===== src/design/vector3_normalize_assert.svh =====
// assertion macros for the vector normalizer
// used by vector3_normalize; expects clk and rst_n in scope
`ifndef VECTOR3_NORMALIZE_ASSERT_SVH
`define VECTOR3_NORMALIZE_ASSERT_SVH

// same-cycle implication
`define VN_ASSERT_NOW(label, ante, cons, msg) \
  label: assert property (@(posedge clk) disable iff (!rst_n) (ante) |-> (cons)) \
    else $error(msg);

// next-cycle implication
`define VN_ASSERT_NEXT(label, ante, cons, msg) \
  label: assert property (@(posedge clk) disable iff (!rst_n) (ante) |=> (cons)) \
    else $error(msg);

`endif


===== src/design/vn_pkg.sv =====
// shared types for the vector normalizer
// no dependencies
`timescale 1ns / 1ps

package vn_pkg;

  typedef struct packed {
    logic neg_x;
    logic neg_y;
    logic neg_z;
    logic nonzero;
  } vn_flags_t;

endpackage


===== src/design/vn_sqrt.sv =====
// pipelined integer square root, one root bit per stage
// depends on vn_pkg
`timescale 1ns / 1ps

module vn_sqrt #(
  parameter int W = 16
) (
  input  logic                clk,
  input  logic                ce,
  input  logic [2*W-1:0]      sq_i,
  input  vn_pkg::vn_flags_t   flags_i,
  output logic [W-1:0]        root_o,
  output vn_pkg::vn_flags_t   flags_o
);

  logic [2*W-1:0]    rem_r   [W];
  logic [W-1:0]      root_r  [W];
  vn_pkg::vn_flags_t flags_r [W];

  for (genvar i = 0; i < W; i++) begin : g_stage
    localparam int K = W - 1 - i;
    logic [2*W-1:0]    rem_in;
    logic [W-1:0]      root_in;
    vn_pkg::vn_flags_t flags_in;
    logic [2*W:0]      trial;
    logic              take;
    logic [2*W-1:0]    rem_nxt;
    logic [W-1:0]      root_nxt;

    if (i == 0) begin : g_first
      assign rem_in   = sq_i;
      assign root_in  = '0;
      assign flags_in = flags_i;
    end else begin : g_next
      assign rem_in   = rem_r[i-1];
      assign root_in  = root_r[i-1];
      assign flags_in = flags_r[i-1];
    end

    // (root + 2^k)^2 - root^2 = root * 2^(k+1) + 2^(2k)
    assign trial = ({{(W+1){1'b0}}, root_in} << (K + 1))
                 | ({{(2*W){1'b0}}, 1'b1} << (2 * K));
    assign take  = {1'b0, rem_in} >= trial;
    always_comb begin
      rem_nxt  = rem_in;
      root_nxt = root_in;
      if (take) begin
        rem_nxt  = rem_in - trial[2*W-1:0];
        root_nxt = root_in | ({{(W-1){1'b0}}, 1'b1} << K);
      end
    end

    always_ff @(posedge clk) begin
      if (ce) begin
        rem_r[i]   <= rem_nxt;
        root_r[i]  <= root_nxt;
        flags_r[i] <= flags_in;
      end
    end
  end

  assign root_o  = root_r[W-1];
  assign flags_o = flags_r[W-1];

endmodule


===== config.mk =====
export PLATFORM = sky130hd
export DESIGN_NAME = vn_sqrt
export DESIGN_NICKNAME = d
export VERILOG_FILES = /design/src/design/vector3_normalize_assert.svh /design/src/design/vn_pkg.sv /design/src/design/vn_sqrt.sv
export SDC_FILE = /design/constraint.sdc
export NUM_CORES = 1
export LEC_CHECK = 0
export BUFFER_PORTS_ARGS = -buffer_cell sky130_fd_sc_hd__buf_4
export CORE_MARGIN = 5
export CORE_UTILIZATION = 65
export DETAILED_ROUTE_END_ITERATION = 8
export GPL_TIMING_DRIVEN = 0
export PLACE_DENSITY = 0.93
export SLEW_MARGIN = 5
export SYNTH_ARGS = -nofsm -noshare
export SYNTH_HDL_FRONTEND = slang
export SYNTH_SLANG_ARGS = --single-unit

===== constraint.sdc =====
create_clock -name clk -period 6.8 [get_ports clk]
set_clock_uncertainty 0.05 [all_clocks]
set_input_delay 0.68 -clock clk [delete_from_list [all_inputs] [get_ports clk]]
set_output_delay 0.68 -clock clk [all_outputs]
set_load 0.02 [all_outputs]

==> results.sh <==
export IMPL_worstSetupEndpointType="register"
export IMPL_worstPathCellList="ha_1 > or2_2 > clkbuf_1 > nor3_1 > nand3_1 > nor4_1 > and2_1 > clkbuf_1 > buf_1 > nand2_1 > o41ai_1"
export IMPL_synth_flop_cell="edfxtp_1"
export IMPL_peakVddDrop_mv=0.3051
export IMPL_slowest_delay_ps=500
export IMPL_final_layout_size_suffix_gt1_share_pct=8.263
export IMPL_synth_edff_count=680
export IMPL_max_freq_ghz=0.2612
export IMPL_rsz0062_at_grt="no"
export IMPL_ys_ff_latch=680
export IMPL_cts_resized_gates=0
export IMPL_synthTopCellsByArea="edfxtp_1, ha_1, xnor2_1"
export IMPL_rows=80
export IMPL_path_delay_family="simple AND/OR/NAND/NOR gates"
export IMPL_netlist_area_sq_um=31090
export IMPL_cts_root_buffer="clkbuf_16"
export IMPL_p_leak_nw=13.15
export IMPL_grt_usage_pct=25.66
export IMPL_period_share_pct=56.30
export IMPL_synth_nets=2500
export IMPL_routed_wl_um=67850
export IMPL_dp_hpwl_um=43750
export IMPL_dp_cells=2989
export IMPL_syn_mean_instance_area_sq_um=13.45
export IMPL_crit_fanout=10
export IMPL_wl_met3_um=3650
export IMPL_drt_iter0_markers=1812
export IMPL_p_seq_share_pct=49.9
export IMPL_critPathKind="register to register"
export IMPL_final_cell_mix="edfxtp_1, inv_1, ha_1"
export IMPL_io_pins=58
export IMPL_die_h_um=228.7
export IMPL_syn_inst=2312
export IMPL_core_area_sq_um=47550
export IMPL_start_util_pct=65.38
export IMPL_vias=19600
export IMPL_numClockSinks=680
export IMPL_cp_arrival_ps=4160
export IMPL_crit_required_ps=7130
export IMPL_synth_seq_area_share_pct=65.69
export IMPL_clockBufferDepth=3
export IMPL_grt_pass1_vias=20760
export IMPL_total_power_mw=11.21
export IMPL_final_common_cell="edfxtp_1"
export IMPL_route_met2_wl_um=37570
export IMPL_antenna_found_initial=0
export IMPL_async_reset_ff_share_pct=0
export IMPL_cell_internal_pwr_mw=8.188
export IMPL_grt_pass1_wl_um=106500
export IMPL_postCtsHoldBufs=0
export IMPL_outcome="finished clean"
export IMPL_syn2layout_area_growth_pct=11.64
export IMPL_power_frac_clock_pct=34.1
export IMPL_die_w_um=228.7
export IMPL_hold_viol=0
export IMPL_min_delay_path_class="input pin to register"
export IMPL_drc=0
export IMPL_drt_pass1_iterations=6
export IMPL_viasPerCell=6.306
export IMPL_synth_cell_types=74
export IMPL_fin_crit_ps=3828
export IMPL_die_area_sq_um=52300
export IMPL_switching_share_pct=26.98
export IMPL_maxCapViolations=0
export IMPL_yosysWarnings=0
export IMPL_power_density_nw_per_um2=323.1
export IMPL_fin_nets=2633
export IMPL_cpMaxStageDelayCell="buf_1"
export IMPL_wl_met1_um=21310
export IMPL_worstMarginPinSlew_ps=989.1
export IMPL_avgRoutedWirePerCell_um=21.83
export IMPL_fin_cells=3108
export IMPL_ant_nets=0
export IMPL_clkTransAtPathRegs_ps=60
export IMPL_grt_ovfl_total=0
export IMPL_clk_latency_ps=640
export IMPL_cpMostUsedCell="clkbuf_1"
export IMPL_cp_start_kind="register"
export IMPL_synth_top_area_share_pct=65.69
export IMPL_gp_congestion=0.9711
export IMPL_post_cts_setup_buffers=0
export IMPL_dr_max_layer_used="met4"
export IMPL_port_buffer_count=57
export IMPL_tritoncts="done"
export IMPL_slew_violations=0
export IMPL_combPwrFrac_pct=16.1
export IMPL_cts_htree_levels=3
export IMPL_cts_made_buffers=69
export IMPL_cp_buffers_inverters=3
export IMPL_n_antenna_cell=0
export IMPL_relSlewSlack_pct=33.62
export IMPL_p_sw_mw=3.025
export IMPL_grt_max_degree=136
export IMPL_setup_viol=0
export IMPL_yosys_area_top_type="edfxtp_1"
layout make-up:
cell class	count	area (sq um)
multi-input combinational	1415	9817
clock inverter	37	456.7
tap	615	769.5
timing repair buffer	62	573.1
inverter	181	679.4
sequential	680	20420
clock buffer	82	1818
buffer	36	170.2
fill	2668	12840
worst paths after layout:
check / cells past startpoint / slack (ps) / startpoint / to
worst max-delay path: 11 / 2970 / rem_r[13][17] / rem_r[14][17]
worst min-delay path: 1 / 170 / flags_i[2] / flags_r[0][2]
worst max register to register: 11 / 2970 / rem_r[13][17] / rem_r[14][17]
worst min register to register: 0 / 360 / flags_r[0][5] / flags_r[1][1]
state kept, by name, summed over array words and instances, names as in the netlist:
signal,flops
root_r,136
rem_r,480
flags_r,64
kinds of logic after synthesis:
kind of cell | Yosys count | synth area share (%)
AOI/OAI and AO/OA | 401 | 7.873
buffers and inverters | 217 | 2.733
DFF | 680 | 65.69
and+or+nand+nor | 636 | 11.01
adders and majority gates | 150 | 6.037
muxes | 34 | 1.195
xor gates and xnor gates | 194 | 5.466
through the flow:
stage | cell area, sq um | setup WS (ps) | setup TNS [ps] | hold WS (ps) | util [%]
after floorplan | 31090 | 3906 | 0 | 350.3 | -
after global placement | 32280 | -192.5 | -91140 | 350.1 | 67.90
after detailed placement | 32430 | 2863 | 0 | 354.5 | 68.21
after CTS | 34700 | 2890 | 0 | 143.3 | 72.99
after global routing | 34700 | 2644 | 0 | 148.5 | 72.99
final | 34700 | 2972 | 0 | 170.6 | 72.99
cells in the mapped netlist, drive strengths merged (24+ instances only):
library cell	instances
nor2b	24
xnor2	102
nand4	25
edfxtp	680
nor3	61
nand2	114
or3	30
ha	150
nand3	33
nor2	135
a21oi	134
nor4	78
o21ai	110
o21a	25
mux2	25
a21o	37
nand2b	26
xor2	92
clkbuf	26
inv	181
routing by layer:
metal	global-route usage, %	vias up
met2	50.27	939
met5	0	-
met1	23.77	9364
met3	3.826	315
li1	-	8981
met4	18.40	0
power groups by stage:
stage	Sequential, mW	Clock, mW	Combinational (mW)
floorplan	5.53	0	1.25
global placement	5.65	0	1.61
detailed placement	5.64	0	1.72
CTS	5.58	3.84	1.77
global route	5.63	4.04	1.97
finish	5.59	3.82	1.80
Note: power is estimated with default switching activity, not from simulation.
