[src/design/vector3_normalize_assert.svh]
// assertion macros for the vector normalizer
// used by vector3_normalize; expects clk and rst_n in scope
`ifndef VECTOR3_NORMALIZE_ASSERT_SVH
`define VECTOR3_NORMALIZE_ASSERT_SVH

// same-cycle implication
`define VN_ASSERT_NOW(label, ante, cons, msg) \
  label: assert property (@(posedge clk) disable iff (!rst_n) (ante) |-> (cons)) \
    else $error(msg);

// next-cycle implication
`define VN_ASSERT_NEXT(label, ante, cons, msg) \
  label: assert property (@(posedge clk) disable iff (!rst_n) (ante) |=> (cons)) \
    else $error(msg);

`endif

[src/design/vn_div.sv]
// pipelined restoring divider, one quotient bit per stage
// computes (mag << fb) / len for mag <= len; no package use
`timescale 1ns / 1ps

module vn_div #(
  parameter int CW = 16,
  parameter int FB = 14
) (
  input  logic          clk,
  input  logic          ce,
  input  logic [CW-1:0] mag_i,
  input  logic [CW-1:0] len_i,
  output logic [FB:0]   quot_o,
  output logic [CW-1:0] len_o
);

  localparam int NS = FB + 1;

  logic [CW-1:0] rem_r  [NS];
  logic [FB:0]   quot_r [NS];
  logic [CW-1:0] len_r  [NS];

  for (genvar j = 0; j < NS; j++) begin : g_stage
    logic [CW:0]   shifted;
    logic [FB:0]   quot_in;
    logic [CW-1:0] len_in;
    logic          take;
    logic [CW:0]   diff;

    if (j == 0) begin : g_first
      assign shifted = {1'b0, mag_i};
      assign quot_in = '0;
      assign len_in  = len_i;
    end else begin : g_next
      assign shifted = {rem_r[j-1], 1'b0};
      assign quot_in = quot_r[j-1];
      assign len_in  = len_r[j-1];
    end

    assign take = shifted >= {1'b0, len_in};
    assign diff = shifted - {1'b0, len_in};

    always_ff @(posedge clk) begin
      if (ce) begin
        rem_r[j]  <= take ? diff[CW-1:0] : shifted[CW-1:0];
        quot_r[j] <= {quot_in[FB-1:0], take};
        len_r[j]  <= len_in;
      end
    end
  end

  assign quot_o = quot_r[NS-1];
  assign len_o  = len_r[NS-1];

endmodule

[config.mk]
export PLATFORM = sky130hd
export DESIGN_NAME = vn_div
export DESIGN_NICKNAME = d
export VERILOG_FILES = /design/src/design/vector3_normalize_assert.svh /design/src/design/vn_div.sv
export SDC_FILE = /design/constraint.sdc
export NUM_CORES = 1
export LEC_CHECK = 0
export ABC_CLOCK_PERIOD_IN_PS = 8600
export BUFFER_PORTS_ARGS = -buffer_cell sky130_fd_sc_hd__clkbuf_2
export CAP_MARGIN = 10
export CORE_MARGIN = 2
export CORE_UTILIZATION = 55
export CTS_BUF_LIST = sky130_fd_sc_hd__clkbuf_8
export CTS_CLUSTER_DIAMETER = 60
export DETAILED_ROUTE_END_ITERATION = 10
export GPL_TIMING_DRIVEN = 1
export PLACE_DENSITY = 0.71
export SYNTH_ARGS = -nofsm -noshare
export SYNTH_HDL_FRONTEND = slang
export SYNTH_SLANG_ARGS = --single-unit
[constraint.sdc]
create_clock -name clk -period 8.6 [get_ports clk]
set_clock_uncertainty 0.1 [all_clocks]
set_input_delay 0.86 -clock clk [delete_from_list [all_inputs] [get_ports clk]]
set_output_delay 0.86 -clock clk [all_outputs]
set_load 0.03 [all_outputs]
==> flow_metrics.env <==
export IMPL_netlist_top_cells_count="584 x edfxtp_1, 302 x inv_1, 239 x ha_1"
export IMPL_cts_setup_buffers=0
export IMPL_area_growth_pct=9.55
export IMPL_antenna_found_initial=1
export IMPL_power_uw=11800
export IMPL_place_ws_ns=4.58
export IMPL_place_inst=3307
export IMPL_fill_cells=4364
export IMPL_crit_end="rem_r[0][84]"
export IMPL_die_h_um=242
export IMPL_grt_usage=0.201
export IMPL_setup_viol=0
export IMPL_synth_fp_nets=2793
export IMPL_min_from="len_i[2]"
export IMPL_synth_main_ff_cell="edfxtp_1"
export IMPL_powerDensity_nw_per_um2=348
export IMPL_clkSlewWorstSetupHoldPaths_ns=0.06
export IMPL_finalCriticalPeriod_ns=4.03
export IMPL_startpoint="len_r[0][65]"
export IMPL_worstRegToRegCells=11
export IMPL_synth_area_um2=31000
export IMPL_multi_input_area_um2=12200
export IMPL_synth_edf_count=584
export IMPL_r2r_start="len_r[0][65]"
export IMPL_final_nets=2936
export IMPL_leakage_uw=0.0140
export IMPL_routed_wl_mm=58.3
export IMPL_cts_buffers=96
export IMPL_insertedDiodeCount=0
export IMPL_critical_path_required_ns=8.93
export IMPL_wl_per_cell_um=16.8
export IMPL_dp_hpwl_mm=42.1
export IMPL_critPathMaxFanout=17
export IMPL_drtPass1Iterations=6
export IMPL_synth_seq_cells=584
export IMPL_reg2reg_to="rem_r[0][84]"
export IMPL_seq_area_frac_synth=0.565
export IMPL_worst_slack_ns=4.57
export IMPL_grt_pass1_wl_mm=95.4
export IMPL_worst_pin_slew_ns=1.14
export IMPL_rows=87
export IMPL_worstSkewPairLatency_ns=0.70
export IMPL_post_route_drc_count=0
export IMPL_rsz0062_at_grt="false"
export IMPL_die_area_um2=58300
export IMPL_htree_levels=3
export IMPL_async_flop_share=0
export IMPL_sequential_cell_area_um2=17500
export IMPL_ys_warn_count=0
export IMPL_cts_tree="built"
export IMPL_clock_fmax_mhz=248
export IMPL_peakVddDrop_mv=0.151
export IMPL_hp_class="primary input to flip-flop"
export IMPL_clock_sinks=584
export IMPL_final_setup_tns_ns=0
export IMPL_status="finished, final reports clean"
export IMPL_vias=19300
export IMPL_setup_worst_path_class="flip-flop to flip-flop"
export IMPL_grt_overflow=0
export IMPL_initial_core_util=0.554
export IMPL_cts_resized=0
export IMPL_ioPinCount=65
export IMPL_port_buffers=64
export IMPL_die_w_um=242
export IMPL_crit_arrival_ns=4.36
export IMPL_setup_worst_path_end_class="flip-flop"
export IMPL_grt_max_degree=179
export IMPL_drive_gt1_frac=0.129
export IMPL_slew_violations=0
export IMPL_synth_cell_types=81
export IMPL_maxCapViolations=0
export IMPL_netlist_instances=2506
export IMPL_syn_avg_cell_area_um2=12.4
export IMPL_via_per_inst=5.56
export IMPL_drtIter0Drc=1285
export IMPL_yosysTopAreaCellShare=0.565
export IMPL_cts_hold_buf=0
export IMPL_start_kind="flip-flop"
export IMPL_cts_root_buf="clkbuf_8"
export IMPL_drtAntennaViolNets=0
export IMPL_first_global_vias=19500
export IMPL_clock_path_buffers=3
export IMPL_gp_congestion=0.934
export IMPL_synth_area_leader_cell="edfxtp_1"
export IMPL_r2r_slack_ns=4.57
export IMPL_synth_area_leaders="edfxtp_1 57%, ha_1 9.6%, mux2_2 4.4%"
export IMPL_yosysMostFrequentCell="edfxtp_1"
export IMPL_timing_final_crit_share=0.468
export IMPL_final_cell_count_no_fill=3476
export IMPL_hold_viol_final=0
export IMPL_core_um2=56100
export IMPL_maxSlewHeadroom=0.237
-- worst min-delay path by stage --
stage / to / slack [ns] / depth (start not counted)
after CTS: len_r[0][14] / 0.19 / 1
after floorplan: quot_r[0][106] / 0.30 / 0
final: len_r[0][2] / 0.25 / 1
after global routing: len_r[0][14] / 0.21 / 1
after detailed placement: quot_r[0][107] / 0.30 / 0
after global placement: quot_r[1][37] / 0.30 / 0
-- area by class of cell --
cell class / count / share of cell area
Sequential cell: 584 / 0.516
Multi-Input combinational cell: 1594 / 0.360
Clock buffer: 96 / 0.0389
Inverter: 302 / 0.0333
Tap cell: 756 / 0.0278
Clock inverter: 73 / 0.0124
Timing Repair Buffer: 71 / 0.0120
-- state kept, by name (all words and copies together), names as in the netlist --
| name | count |
|---|---|
| len_r | 240 |
| rem_r | 224 |
| quot_r | 120 |
-- cell families after synthesis --
| group | Yosys count | synth area share |
|---|---|---|
| AO/OA/AOI/OAI | 515 | 0.107 |
| XOR/XNOR | 163 | 0.0460 |
| adder cells (fa/ha/maj) | 253 | 0.105 |
| buffers and inverters | 328 | 0.0409 |
| flip-flops | 584 | 0.565 |
| multiplexers | 148 | 0.0539 |
| AND/OR/NAND/NOR | 515 | 0.0814 |
-- stage by stage --
| step | util | hold slack, ns | instance area, µm² |
|---|---|---|---|
| 2_1_floorplan | - | 0.300 | 31000 |
| 3_3_place_gp | 0.575 | 0.301 | 32300 |
| 3_5_place_dp | 0.575 | 0.305 | 32300 |
| 4_1_cts | 0.606 | 0.187 | 34000 |
| 5_1_grt | 0.606 | 0.208 | 34000 |
| 6_report | 0.606 | 0.252 | 34000 |
-- routing by layer --
layer / vias to the layer above / GRT usage / part of all wire
met5: - / 0 / 0
met1: 9312 / 0.237 / 0.41
met2: 417 / 0.364 / 0.52
li1: 9464 / - / -
met4: 0 / 0.0822 / 0.032
met3: 124 / 0.0315 / 0.040
-- where the power goes --
| part | total [µW] | switching [µW] | internal [µW] |
|---|---|---|---|
| combinational | 5040 | 2670 | 2360 |
| sequential | 4560 | 385 | 4180 |
| clock | 2220 | 1110 | 1120 |
-- placed cells by master (no fill, tap or decap), types with 6 or more instances in the layout --
master,synthesis,layout
xnor2_1,102,102
o21ai_0,132,132
mux2_4,6,6
nor2_1,119,119
ha_1,239,239
o31a_1,7,7
o41ai_1,9,9
nand2_1,150,150
o31ai_1,17,17
mux2i_1,13,13
o211ai_1,12,12
nor3_1,44,44
a21oi_1,141,141
a2111oi_0,8,8
a211oi_1,11,11
clkinv_2,0,8
nand2b_1,28,28
a21boi_0,11,11
inv_1,302,329
clkbuf_8,0,96
fa_1,14,14
xor2_1,61,61
o21bai_1,15,15
or2_2,13,13
o21a_1,34,34
clkbuf_2,0,63
a31oi_1,12,12
and2_1,10,10
nand4_1,28,28
edfxtp_1,584,584
or3_1,13,13
mux2_1,7,7
clkinv_1,0,29
mux2_2,122,122
a21o_1,51,51
and3_1,15,15
nor2b_1,40,40
nand3_1,34,34
-- worst max-delay path, cell delays in order, from the launching register on --
cell,delay [ns]
edfxtp_1,0.44
inv_1,0.09
ha_1,0.24
nor2b_1,0.14
o21ai_0,0.22
a21boi_0,0.18
or2_2,0.31
o21ai_0,0.24
a21oi_1,0.14
o21ai_0,0.31
nor4b_4,0.93
mux2_2,0.43
Power figures use the tool's default switching activity.
